### src/design/rgb2ycc_pkg.sv
package rgb2ycc_pkg;

    localparam int NUM_TERMS = 9;
    localparam int NUM_ROWS  = 3;
    localparam int NUM_COLS  = 3;

    // Matrix numerators over 10000; rows Y, U, V; columns R, G, B.
    localparam int MAT_NUM [NUM_TERMS] = '{
         2990,  5870,  1140,
        -1687, -3313,  5000,
         5000, -4187,  -813
    };

    localparam longint COEF_DEN = 64'd2550000;

    localparam int SCALE_FULL          = 255;
    localparam int SCALE_LUMA_STUDIO   = 219;
    localparam int SCALE_CHROMA_STUDIO = 224;

    localparam int OFFSET_LUMA_FULL   = 0;
    localparam int OFFSET_LUMA_STUDIO = 16;
    localparam int OFFSET_CHROMA      = 128;

    localparam int PIX_W = 8;
    localparam logic [PIX_W-1:0] PIX_MAX = 8'hFF;

    // Round-half-up of |num| * scale / 255 / 10000 * 2^frac, sign applied after.
    function automatic longint coef_fixed(input int num, input int scale, input int frac);
        longint mag;
        longint prod;
        longint q;
        mag  = (num < 0) ? -longint'(num) : longint'(num);
        prod = mag * longint'(scale) * (longint'(1) << frac);
        q    = (2 * prod + COEF_DEN) / (2 * COEF_DEN);
        return (num < 0) ? -q : q;
    endfunction

endpackage

### src/design/rgb2ycc_pix_if.sv
interface rgb2ycc_pix_if;
    logic       valid;
    logic       ready;
    logic [7:0] red;
    logic [7:0] green;
    logic [7:0] blue;

    modport source (output valid, output red, output green, output blue, input ready);
    modport sink   (input valid, input red, input green, input blue, output ready);
endinterface

### src/design/rgb2ycc_ycc_if.sv
interface rgb2ycc_ycc_if;
    logic       valid;
    logic       ready;
    logic [7:0] luma;
    logic [7:0] blue_diff;
    logic [7:0] red_diff;

    modport source (output valid, output luma, output blue_diff, output red_diff, input ready);
    modport sink   (input valid, input luma, input blue_diff, input red_diff, output ready);
endinterface

### src/design/rgb2ycc_cfg_if.sv
interface rgb2ycc_cfg_if;
    logic valid;
    logic ready;
    logic studio_range;

    modport source (output valid, output studio_range, input ready);
    modport sink   (input valid, input studio_range, output ready);
endinterface

### src/design/rgb_to_ycbcr_converter.sv
// BT.601 RGB to YCbCr converter. One 8-bit RGB pixel request in, one 8-bit
// Y/Cb/Cr request out. Fully pipelined: a pixel can be accepted every clock
// unless backpressure from the output stalls the pipeline, and each pixel
// passes through four register stages (input register, nine parallel
// coefficient multipliers, row adders with rounding, clamp and output
// register). Each stage holds under backpressure and bubbles close up.
// studio_range selects full range (0) or studio swing (1); write it only while
// no pixel is in flight. FRAC_BITS sets coefficient precision (12..24).
module rgb_to_ycbcr_converter #(
    parameter int FRAC_BITS = 16
) (
    input  logic                 i_clk,
    input  logic                 i_rst_n,
    rgb2ycc_cfg_if.sink          i_cfg,
    rgb2ycc_pix_if.sink          i_pix,
    rgb2ycc_ycc_if.source        o_ycc
);

    localparam int PW = FRAC_BITS + 11;

    logic                 r_studio;
    logic                 mul_valid;
    logic                 acc_ready;
    logic signed [PW-1:0] mul_prod [rgb2ycc_pkg::NUM_TERMS];

    assign i_cfg.ready = 1'b1;

    always_ff @(posedge i_clk) begin
        if (!i_rst_n) begin
            r_studio <= 1'b0;
        end else if (i_cfg.valid) begin
            r_studio <= i_cfg.studio_range;
        end
    end

    rgb2ycc_mul #(
        .FRAC_BITS (FRAC_BITS)
    ) u_mul (
        .i_clk    (i_clk),
        .i_rst_n  (i_rst_n),
        .i_studio (r_studio),
        .i_valid  (i_pix.valid),
        .o_ready  (i_pix.ready),
        .i_red    (i_pix.red),
        .i_green  (i_pix.green),
        .i_blue   (i_pix.blue),
        .o_valid  (mul_valid),
        .i_ready  (acc_ready),
        .o_prod   (mul_prod)
    );

    rgb2ycc_acc #(
        .FRAC_BITS (FRAC_BITS)
    ) u_acc (
        .i_clk       (i_clk),
        .i_rst_n     (i_rst_n),
        .i_studio    (r_studio),
        .i_valid     (mul_valid),
        .o_ready     (acc_ready),
        .i_prod      (mul_prod),
        .o_valid     (o_ycc.valid),
        .i_ready     (o_ycc.ready),
        .o_luma      (o_ycc.luma),
        .o_blue_diff (o_ycc.blue_diff),
        .o_red_diff  (o_ycc.red_diff)
    );

endmodule

### src/design/rgb2ycc_mul.sv
module rgb2ycc_mul #(
    parameter int FRAC_BITS = 16
) (
    input  logic                         i_clk,
    input  logic                         i_rst_n,
    input  logic                         i_studio,
    input  logic                         i_valid,
    output logic                         o_ready,
    input  logic [7:0]                   i_red,
    input  logic [7:0]                   i_green,
    input  logic [7:0]                   i_blue,
    output logic                         o_valid,
    input  logic                         i_ready,
    output logic signed [FRAC_BITS+10:0] o_prod [rgb2ycc_pkg::NUM_TERMS]
);

    localparam int CW = FRAC_BITS + 2;
    localparam int PW = FRAC_BITS + 11;

    logic                   r_a_valid;
    logic [7:0]             r_a_comp [rgb2ycc_pkg::NUM_COLS];
    logic                   r_b_valid;
    logic signed [PW-1:0]   r_b_prod [rgb2ycc_pkg::NUM_TERMS];
    logic signed [PW-1:0]   n_b_prod [rgb2ycc_pkg::NUM_TERMS];
    logic                   a_ready;
    logic                   b_ready;

    assign b_ready = !r_b_valid || i_ready;
    assign a_ready = !r_a_valid || b_ready;
    assign o_ready = a_ready;

    always_ff @(posedge i_clk) begin
        if (!i_rst_n) begin
            r_a_valid <= 1'b0;
        end else if (a_ready) begin
            r_a_valid <= i_valid;
        end
    end

    always_ff @(posedge i_clk) begin
        if (a_ready && i_valid) begin
            r_a_comp[0] <= i_red;
            r_a_comp[1] <= i_green;
            r_a_comp[2] <= i_blue;
        end
    end

    for (genvar k = 0; k < rgb2ycc_pkg::NUM_TERMS; k++) begin : g_term
        localparam longint C_FULL = rgb2ycc_pkg::coef_fixed(
            rgb2ycc_pkg::MAT_NUM[k], rgb2ycc_pkg::SCALE_FULL, FRAC_BITS);
        localparam longint C_STUDIO = rgb2ycc_pkg::coef_fixed(
            rgb2ycc_pkg::MAT_NUM[k],
            (k < rgb2ycc_pkg::NUM_COLS) ? rgb2ycc_pkg::SCALE_LUMA_STUDIO
                                        : rgb2ycc_pkg::SCALE_CHROMA_STUDIO,
            FRAC_BITS);
        localparam logic signed [CW-1:0] COEF_FULL   = CW'(C_FULL);
        localparam logic signed [CW-1:0] COEF_STUDIO = CW'(C_STUDIO);

        logic signed [CW-1:0] w_coef;
        logic signed [PW-1:0] w_coef_ext;
        logic signed [PW-1:0] w_comp_ext;

        assign w_coef     = i_studio ? COEF_STUDIO : COEF_FULL;
        assign w_coef_ext = PW'(w_coef);
        assign w_comp_ext = PW'($signed({1'b0, r_a_comp[k % rgb2ycc_pkg::NUM_COLS]}));
        assign n_b_prod[k] = w_coef_ext * w_comp_ext;
    end

    always_ff @(posedge i_clk) begin
        if (!i_rst_n) begin
            r_b_valid <= 1'b0;
        end else if (b_ready) begin
            r_b_valid <= r_a_valid;
        end
    end

    always_ff @(posedge i_clk) begin
        if (b_ready && r_a_valid) begin
            r_b_prod <= n_b_prod;
        end
    end

    assign o_valid = r_b_valid;
    assign o_prod  = r_b_prod;

endmodule

### src/design/rgb2ycc_acc.sv
module rgb2ycc_acc #(
    parameter int FRAC_BITS = 16
) (
    input  logic                         i_clk,
    input  logic                         i_rst_n,
    input  logic                         i_studio,
    input  logic                         i_valid,
    output logic                         o_ready,
    input  logic signed [FRAC_BITS+10:0] i_prod [rgb2ycc_pkg::NUM_TERMS],
    output logic                         o_valid,
    input  logic                         i_ready,
    output logic [7:0]                   o_luma,
    output logic [7:0]                   o_blue_diff,
    output logic [7:0]                   o_red_diff
);

    localparam int AW = FRAC_BITS + 11;
    localparam logic signed [AW-1:0] HALF = AW'(1) <<< (FRAC_BITS - 1);
    localparam logic signed [AW-1:0] OFF_LUMA_FULL =
        AW'(rgb2ycc_pkg::OFFSET_LUMA_FULL) <<< FRAC_BITS;
    localparam logic signed [AW-1:0] OFF_LUMA_STUDIO =
        AW'(rgb2ycc_pkg::OFFSET_LUMA_STUDIO) <<< FRAC_BITS;
    localparam logic signed [AW-1:0] OFF_CHROMA =
        AW'(rgb2ycc_pkg::OFFSET_CHROMA) <<< FRAC_BITS;

    logic                 r_c_valid;
    logic signed [AW-1:0] r_c_sum [rgb2ycc_pkg::NUM_ROWS];
    logic signed [AW-1:0] n_c_sum [rgb2ycc_pkg::NUM_ROWS];
    logic                 r_d_valid;
    logic [7:0]           r_d_out [rgb2ycc_pkg::NUM_ROWS];
    logic [7:0]           n_d_out [rgb2ycc_pkg::NUM_ROWS];
    logic                 c_ready;
    logic                 d_ready;

    assign d_ready = !r_d_valid || i_ready;
    assign c_ready = !r_c_valid || d_ready;
    assign o_ready = c_ready;

    for (genvar r = 0; r < rgb2ycc_pkg::NUM_ROWS; r++) begin : g_row
        logic signed [AW-1:0] w_off;
        if (r == 0) begin : g_luma
            assign w_off = i_studio ? OFF_LUMA_STUDIO : OFF_LUMA_FULL;
        end else begin : g_chroma
            assign w_off = OFF_CHROMA;
        end

        assign n_c_sum[r] = AW'(i_prod[3*r]) + AW'(i_prod[3*r+1])
                          + AW'(i_prod[3*r+2]) + w_off + HALF;

        // sum already carries the rounding half
        always_comb begin
            if (r_c_sum[r][AW-1]) begin
                n_d_out[r] = 8'd0;
            end else if (|r_c_sum[r][AW-2:FRAC_BITS+8]) begin
                n_d_out[r] = rgb2ycc_pkg::PIX_MAX;
            end else begin
                n_d_out[r] = r_c_sum[r][FRAC_BITS+7:FRAC_BITS];
            end
        end
    end

    always_ff @(posedge i_clk) begin
        if (!i_rst_n) begin
            r_c_valid <= 1'b0;
            r_d_valid <= 1'b0;
        end else begin
            if (c_ready) begin
                r_c_valid <= i_valid;
            end
            if (d_ready) begin
                r_d_valid <= r_c_valid;
            end
        end
    end

    always_ff @(posedge i_clk) begin
        if (c_ready && i_valid) begin
            r_c_sum <= n_c_sum;
        end
        if (d_ready && r_c_valid) begin
            r_d_out <= n_d_out;
        end
    end

    assign o_valid     = r_d_valid;
    assign o_luma      = r_d_out[0];
    assign o_blue_diff = r_d_out[1];
    assign o_red_diff  = r_d_out[2];

endmodule

### src/flat_wrapper.sv
// flat-port wrapper written by rule: the top's interface ports become plain ports
module rgb_to_ycbcr_converter_flat 
#(
    parameter int FRAC_BITS = 16
)
  (i_clk, i_rst_n, i_cfg_valid, i_cfg_studio_range, i_cfg_ready, i_pix_valid, i_pix_red, i_pix_green, i_pix_blue, i_pix_ready, o_ycc_valid, o_ycc_luma, o_ycc_blue_diff, o_ycc_red_diff, o_ycc_ready);
  rgb2ycc_cfg_if i_cfg_i ();
  rgb2ycc_pix_if i_pix_i ();
  rgb2ycc_ycc_if o_ycc_i ();
  input  logic i_clk;
  input  logic i_rst_n;
  input wire logic [$bits(i_cfg_i.valid)-1:0] i_cfg_valid;
  input wire logic [$bits(i_cfg_i.studio_range)-1:0] i_cfg_studio_range;
  output wire logic [$bits(i_cfg_i.ready)-1:0] i_cfg_ready;
  input wire logic [$bits(i_pix_i.valid)-1:0] i_pix_valid;
  input wire logic [$bits(i_pix_i.red)-1:0] i_pix_red;
  input wire logic [$bits(i_pix_i.green)-1:0] i_pix_green;
  input wire logic [$bits(i_pix_i.blue)-1:0] i_pix_blue;
  output wire logic [$bits(i_pix_i.ready)-1:0] i_pix_ready;
  output wire logic [$bits(o_ycc_i.valid)-1:0] o_ycc_valid;
  output wire logic [$bits(o_ycc_i.luma)-1:0] o_ycc_luma;
  output wire logic [$bits(o_ycc_i.blue_diff)-1:0] o_ycc_blue_diff;
  output wire logic [$bits(o_ycc_i.red_diff)-1:0] o_ycc_red_diff;
  input wire logic [$bits(o_ycc_i.ready)-1:0] o_ycc_ready;
  assign i_cfg_i.valid = i_cfg_valid;
  assign i_cfg_i.studio_range = i_cfg_studio_range;
  assign i_cfg_ready = i_cfg_i.ready;
  assign i_pix_i.valid = i_pix_valid;
  assign i_pix_i.red = i_pix_red;
  assign i_pix_i.green = i_pix_green;
  assign i_pix_i.blue = i_pix_blue;
  assign i_pix_ready = i_pix_i.ready;
  assign o_ycc_valid = o_ycc_i.valid;
  assign o_ycc_luma = o_ycc_i.luma;
  assign o_ycc_blue_diff = o_ycc_i.blue_diff;
  assign o_ycc_red_diff = o_ycc_i.red_diff;
  assign o_ycc_i.ready = o_ycc_ready;
  rgb_to_ycbcr_converter #(.FRAC_BITS(FRAC_BITS)) u_core (.i_clk(i_clk), .i_rst_n(i_rst_n), .i_cfg(i_cfg_i), .i_pix(i_pix_i), .o_ycc(o_ycc_i));
endmodule
### config.mk
export PLATFORM = sky130hd
export DESIGN_NAME = rgb_to_ycbcr_converter_flat
export DESIGN_NICKNAME = d
export VERILOG_FILES = /design/src/design/rgb2ycc_pkg.sv /design/src/design/rgb2ycc_pix_if.sv /design/src/design/rgb2ycc_ycc_if.sv /design/src/design/rgb2ycc_cfg_if.sv /design/src/design/rgb_to_ycbcr_converter.sv /design/src/design/rgb2ycc_mul.sv /design/src/design/rgb2ycc_acc.sv /design/src/flat_wrapper.sv
export SDC_FILE = /design/constraint.sdc
export NUM_CORES = 2
export LEC_CHECK = 0
export BUFFER_PORTS_ARGS = -buffer_cell sky130_fd_sc_hd__buf_2
export CELL_PAD_IN_SITES_DETAIL_PLACEMENT = 1
export CELL_PAD_IN_SITES_GLOBAL_PLACEMENT = 1
export CORE_AREA = 3 3 354 216
export DETAILED_ROUTE_END_ITERATION = 6
export DIE_AREA = 0 0 357 219
export PLACE_DENSITY_LB_ADDON = 0.1
export SKIP_LAST_GASP = 1
export SLEW_MARGIN = 40
export SYNTH_ARGS = -nofsm -noshare
export SYNTH_HDL_FRONTEND = slang
export SYNTH_SLANG_ARGS = --single-unit
### constraint.sdc
create_clock -name i_clk -period 9 [get_ports i_clk]
set_input_delay 0 -clock i_clk [delete_from_list [all_inputs] [get_ports i_clk]]
set_output_delay 0 -clock i_clk [all_outputs]
set_load 0.03 [all_outputs]
# --- After elaboration in Yosys (flattened, before gate mapping) ---
# Memories as Yosys holds them, arrays and structs flattened.
# Cells that the tools add are included.
op_classes:
  n_addsub: 12
  mul: 9
  mux: 14
  reduce_logical: 15
ops:
  columns: ["cell", "count"]
  rows:
  - ["adder 27 bit", 6]
  - ["adder 27 x 17 -> 27 bit, second input constant", 3]
  - ["adder 27 x 25 -> 27 bit, second input constant", 2]
  - ["multiplier 16 x 9 -> 25 bit", 2]
  - ["multiplier 16 x 8 -> 24 bit", 2]
  - ["adder 27 x 22 -> 27 bit", 1]
  - ["multiplier 18 x 9 -> 27 bit", 1]
  - ["2-to-1 mux 13 bit", 2]
  - ["multiplier 15 x 9 -> 24 bit", 1]
  - ["2-to-1 mux 12 bit", 2]
  - ["2-to-1 mux 8 bit", 3]
  - ["multiplier 14 x 9 -> 23 bit", 1]
  - ["multiplier 15 x 8 -> 23 bit", 1]
  - ["2-to-1 mux 11 bit", 2]
  - ["multiplier 13 x 8 -> 21 bit", 1]
  - ["2-to-1 mux 21 bit", 1]
  - ["2-to-1 mux 16 bit", 1]
  - ["2-to-1 mux 14 bit", 1]
  - ["OR reduction 2 bit", 3]
  - ["logical AND 1 bit", 4]
  - ["zero test 1 bit", 4]
  - ["logical OR 1 bit", 4]
  - ["2-to-1 mux 1 bit", 2]
word_totals:
  ff_bits: 353
  mem_bits_rw: 24
  input_bits: 30
  output_inout_bits: 27
  elab_cells: 71
  memories: 1
memory_table:
  columns: ["name", "depth", "word_bits", "rd", "rd_ports_with_merged_regs", "write_ports", "line_no", "rtl"]
  rows:
  - ["u_core.u_mul.r_a_comp", 3, 8, 3, 0, 3, "rgb2ycc_mul.sv:21", "logic [7:0] r_a_comp [rgb2ycc_pkg::NUM_COLS];"]

# --- Longest topological paths before layout ---
logic_depth:
  word_depth: 8
  mapped_depth: 23

# --- By module ---
# From an unflattened synthesis, not the netlist that was laid out.
hier_totals:
  hier_cells: 3782
  hier_area_um2: 37155.6
modules_own_cells:
  columns: ["mod", "instances", "cells_per_inst", "area_each_um2"]
  rows:
  - ["rgb2ycc_mul", 1, 2808, 28663.7]
  - ["rgb2ycc_acc", 1, 969, 8444.3]
  - ["rgb_to_ycbcr_converter", 1, 5, 47.5]

# --- Least setup slack after synthesis ---
# Ideal clock, no wire load.
synth_timing:
  path_kind: "register -> register"
  start: "register u_core.u_acc.r_d_valid (netlist: u_core.u_acc.o_valid)"
  end: "register u_core.u_mul.r_b_prod, in the netlist u_core.u_mul.o_prod[100], enable pin"
  t_arrival_ns: 9.162
  required_ns: 8.236
  slack_ns: -0.926
  path_stages_with_launch: 4
  cell_sequence: "dfxtp_1 -> nor2b_1 -> and3_1 -> nor2b_1"
synth_between:
  elab_chain_len: 5
synth_rtl:
  columns: ["item", "line_no", "rtl"]
  rows:
  - ["from (decl)", "rgb2ycc_acc.sv:29", "logic r_d_valid;"]
  - ["from (signal assigned)", "rgb2ycc_acc.sv:71", "r_d_valid <= r_c_valid;"]
  - ["zero test 1 bit", "rgb2ycc_acc.sv:35", "assign d_ready = !r_d_valid || i_ready;"]
  - ["logical OR 1 bit", "rgb2ycc_acc.sv:35", null]
  - ["logical OR 1 bit", "rgb2ycc_acc.sv:36", "assign c_ready = !r_c_valid || d_ready;"]
  - ["logical OR 1 bit", "rgb2ycc_mul.sv:28", "assign b_ready = !r_b_valid || i_ready;"]
  - ["logical AND 1 bit", "rgb2ycc_mul.sv:78", "if (b_ready && r_a_valid) begin"]
  - ["to (signal assigned)", "rgb2ycc_mul.sv:79", "r_b_prod <= n_b_prod;"]
  - ["to (decl)", "rgb2ycc_mul.sv:23", "logic signed [PW-1:0] r_b_prod [rgb2ycc_pkg::NUM_TERMS];"]
# Every way passes these cells.
# A chain may end at the register's enable or synchronous reset.

==> impl_results.md <==
* Status: completed
* CTS tree: yes
* CP Max Fanout at 31
* Crit end category: flip-flop
* GRT Total Usage at between 20 and 30%
* Root buffer cell: clkbuf_16
* Cell mode on critical path: fa_1
* Initial core utilization at 45.85%
* I/O Pins at 57
* Vias in the first global route at 24,680
* Hold Crit Class: in -> reg
* Cell Area, Synth at 0.03366 mm²
* Sequential Power Share at between 10% and 20%
* Most common cell in the netlist: inv_1
* Clock share of power at 8.8%
* Hold Fails Final Rpt at 0
* Avg Cell Area, Syn at 10.67 µm²
* Clk sink count at 274
* Critical path arrival at between 6 and 7 ns
* Fillers at 8,013
* Sequential area share after synthesis at 24.30%
* FF/Latch Area at just over 0.008 mm²
* Overall Power at 15.13 mW
* Design internal power at 7.757 mW
* Residual DRC at 0
* P&R area growth vs syn at 8.944%
* Vias per inst at 5.229
* Die height at 219 µm
* Vias at 22,520
* Row count at 77
* Max VDD drop at ~0.24 mV
* H-tree Lvls at 2
* Core area at ~0.073 mm²
* Worst setup startpoint: u_core.r_studio
* Area of the multi-input gates at 0.02266 mm²
* Post-Synthesis Cells at 3,154
* Slew HR at 37.66%
* Critical path's top delay family: adder cells
* Design area at 0.03667 mm²
* Max Cap Viol at 0
* Post-CTS Setup Bufs at 0
* Layout cell share with drive strength beyond 1 at 4.643%
* Antenna Nets Post-Route at 0
* Initial antenna violation count at 7
* Commonest cells post-synth: inv_1, ha_1, fa_1
* Post-DP Area at 0.03528 mm²
* Reg2Reg Depth at 19
* Period minus WS final at ~6.3 ns
* WP data required at 9.32 ns
* Die width at 357 µm
* Critical-path top delay cell: dfxtp_2
* CP Buf/Inv Count at 2
* First drt pass iteration count at 5
* Final worst-path cycle share at 69.66%
* Synth warn at 0
* Sw Share at 48.72%
* Critical-path cell list: nand2_1, xnor2_1, ha_1, or2_2, fa_1, fa_1, inv_1, fa_1, inv_1, ha_1, o21a_1, nor2_1, a2111oi_2, o41a_1, or2_4, a211oi_4, o21bai_1, a21oi_2, xnor2_1
* Max clock buf depth at 3
* DR iter-0 viols at ~1,400
* Yosys reg bits at ~270
* Top sig layer: met4
* P_sw at approximately 7.4 mW
* GPL Wtd Cong at 0.9282
* Setup slack at placement at 2.812 ns
* Post-synth EDFFs at approximately 270
* Largest net degree at the start of global routing at 65
* Yosys top cell area share at 24.92%
* Clk_skew at 0.02841 ns
* Global-route wire length before repair at ~150 mm
* Clock transition at path regs at 0.08 ns
* Post-DP HPWL at just over 80 mm
* Post-DR wirelength/cell at approximately 22 µm
* Achievable Freq at 159.5 MHz
* Worst flop-to-flop path endpoint: u_core.u_mul.o_prod[210]
* Setup TNS at 0 ns
* Startpoint types: flip-flop
* Routed WL at 96.59 mm
* Wire length on met1 at about 51 mm
* Worst Tran Pin Value at 0.9331 ns
* Max-slew violation count at 0
* Dominant synthesized flop cell: edfxtp_1
* Finish-stage setup viols at 0
* Yosys top cell by area: fa_1
* Reg2reg setup slack at 2.73 ns
* WP depth at 19
* Num CTS Buffers at 34
* Logic pwr share at 72.7%
* Pwr Density at 412.5 mW/mm²
* Worst R2R Start: u_core.r_studio
* PortBufs at 55
* Post-route core utilization at 49.95%
* Met3 WL at roughly 6.0 mm
* Clk_lat worst skew at around 0.57 ns
* Leakage power at 18.30 nW
* Ys async rst share at 0%
* Die ar. at 0.07818 mm²
* Worst Setup Path Type: reg -> reg
* Crit path capture: u_core.u_mul.o_prod[210]
* Layout Nets at 4,359
* Grt total ovfl at 0
* Routed length on met2 at 38.26 mm
* RSZ-0062 raised after global routing: false
* Synth area leaders: fa_1, edfxtp_1, ha_1, inv_1, xnor2_1
* Fin worst setup slack at 2.730 ns
* CP peak stage delay at around 0.81 ns
* Post-synth cell types at ~70
-- cells by family after synthesis --
| logic type | Yosys count | synth area share [%] |
|---|---|---|
| buffers and inverters | 787 | 8.787 |
| and+or+nand+nor | 494 | 7.003 |
| DFF | 274 | 24.30 |
| muxes | 2 | 0.05948 |
| other | 2 | 0.02231 |
| xor gates and xnor gates | 170 | 4.423 |
| adders and majority gates | 1037 | 47.89 |
| AOI/OAI and AO/OA | 388 | 7.516 |
-- worst min-delay path by stage --
stage	slack, ns	start	depth (start not counted)	endpoint
finish	0.13	i_pix_blue[5]	2	u_core.u_mul.r_a_comp[0][21]
global route	0.12	i_pix_green[4]	2	u_core.u_mul.r_a_comp[0][12]
CTS	0.09	i_pix_red[4]	2	u_core.u_mul.r_a_comp[0][4]
detailed placement	0.18	i_pix_green[5]	1	u_core.u_mul.r_a_comp[0][13]
global placement	0.18	i_pix_red[4]	1	u_core.u_mul.r_a_comp[0][4]
floorplan	0.1	i_pix_red[0]	0	u_core.u_mul.r_a_comp[0][0]
-- through the flow --
step           hold slack, ns  cells
4_1_cts               0.09486   4302
3_5_place_dp           0.1787   4209
2_1_floorplan         0.09887   3183
6_report               0.1308   4306
3_3_place_gp           0.1764   4209
5_1_grt                0.1206   4304
-- worst register-to-register path: cells and delay by family (launching register included) --
family	cells	cell delay, ns
compound gates	6	1.21
fa+ha+maj	5	2.02
simple gates	4	1.00
buf+inv	2	0.11
flops	1	0.81
xor+xnor	2	0.87
-- metal layers --
metal | vias to the layer above | GRT usage [%]
met4 | 0 | 3.915
met1 | 11490 | 40.87
met5 | - | 0
li1 | 10560 | -
met3 | 53 | 5.400
met2 | 414 | 36.04
-- layout make-up --
type / count / area share, %
clock inverter: 23 / 0.4197
clock buffer: 38 / 2.361
inverter: 761 / 7.790
sequential: 274 / 22.30
antenna: 2 / 0.01365
multi-input combinational: 2122 / 61.81
timing repair buffer: 99 / 1.938
tap: 987 / 3.368
-- registers in the layout, summed over array words and instances (netlist names) --
register	flops
u_core.u_mul.r_a_valid	1
u_core.u_acc.r_c_valid	1
u_core.u_mul.o_prod	189
u_core.u_acc.o_luma	8
u_core.u_acc.r_c_sum	32
u_core.r_studio	1
u_core.u_acc.o_red_diff	8
u_core.u_acc.o_blue_diff	8
u_core.u_mul.r_a_comp	24
u_core.u_mul.o_valid	1
u_core.u_acc.o_valid	1
-- cell usage in the layout, fill, tap and decap left out, types with 9 or more instances in the layout --
cell,instances
o21a_1,16
inv_1,761
nor2_1,137
nand3_1,34
a211oi_1,9
clkbuf_16,35
and2_1,9
a21o_1,48
o21ai_0,70
nand2b_1,37
fa_1,419
o21ai_1,10
and3_1,14
a31oi_1,15
conb_1,31
nand4_1,11
nor2b_1,29
xnor2_1,128
ha_1,618
buf_2,55
nand2_1,132
or2_2,11
xor2_1,42
o21bai_1,21
nor3_1,35
buf_4,9
edfxtp_1,269
or3_1,26
a21oi_1,122
dlygate4sd3_1,32
-- timing repair --
item | CTS | global route
gates resized for setup | 0 | 0
hold endpoints to repair | 29 | 0
hold buffers | 32 | 0
-- power groups by stage --
stage / sequential [mW] / clock, mW / combinational [mW]
2_1_floorplan: 2.64 / 0 / 7.84
3_3_place_gp: 2.82 / 0 / 10.4
3_5_place_dp: 2.84 / 0 / 10.9
4_1_cts: 2.81 / 1.36 / 11.1
5_1_grt: 2.84 / 1.43 / 12.5
6_report: 2.79 / 1.34 / 11.0
Power figures use the tool's default switching activity.
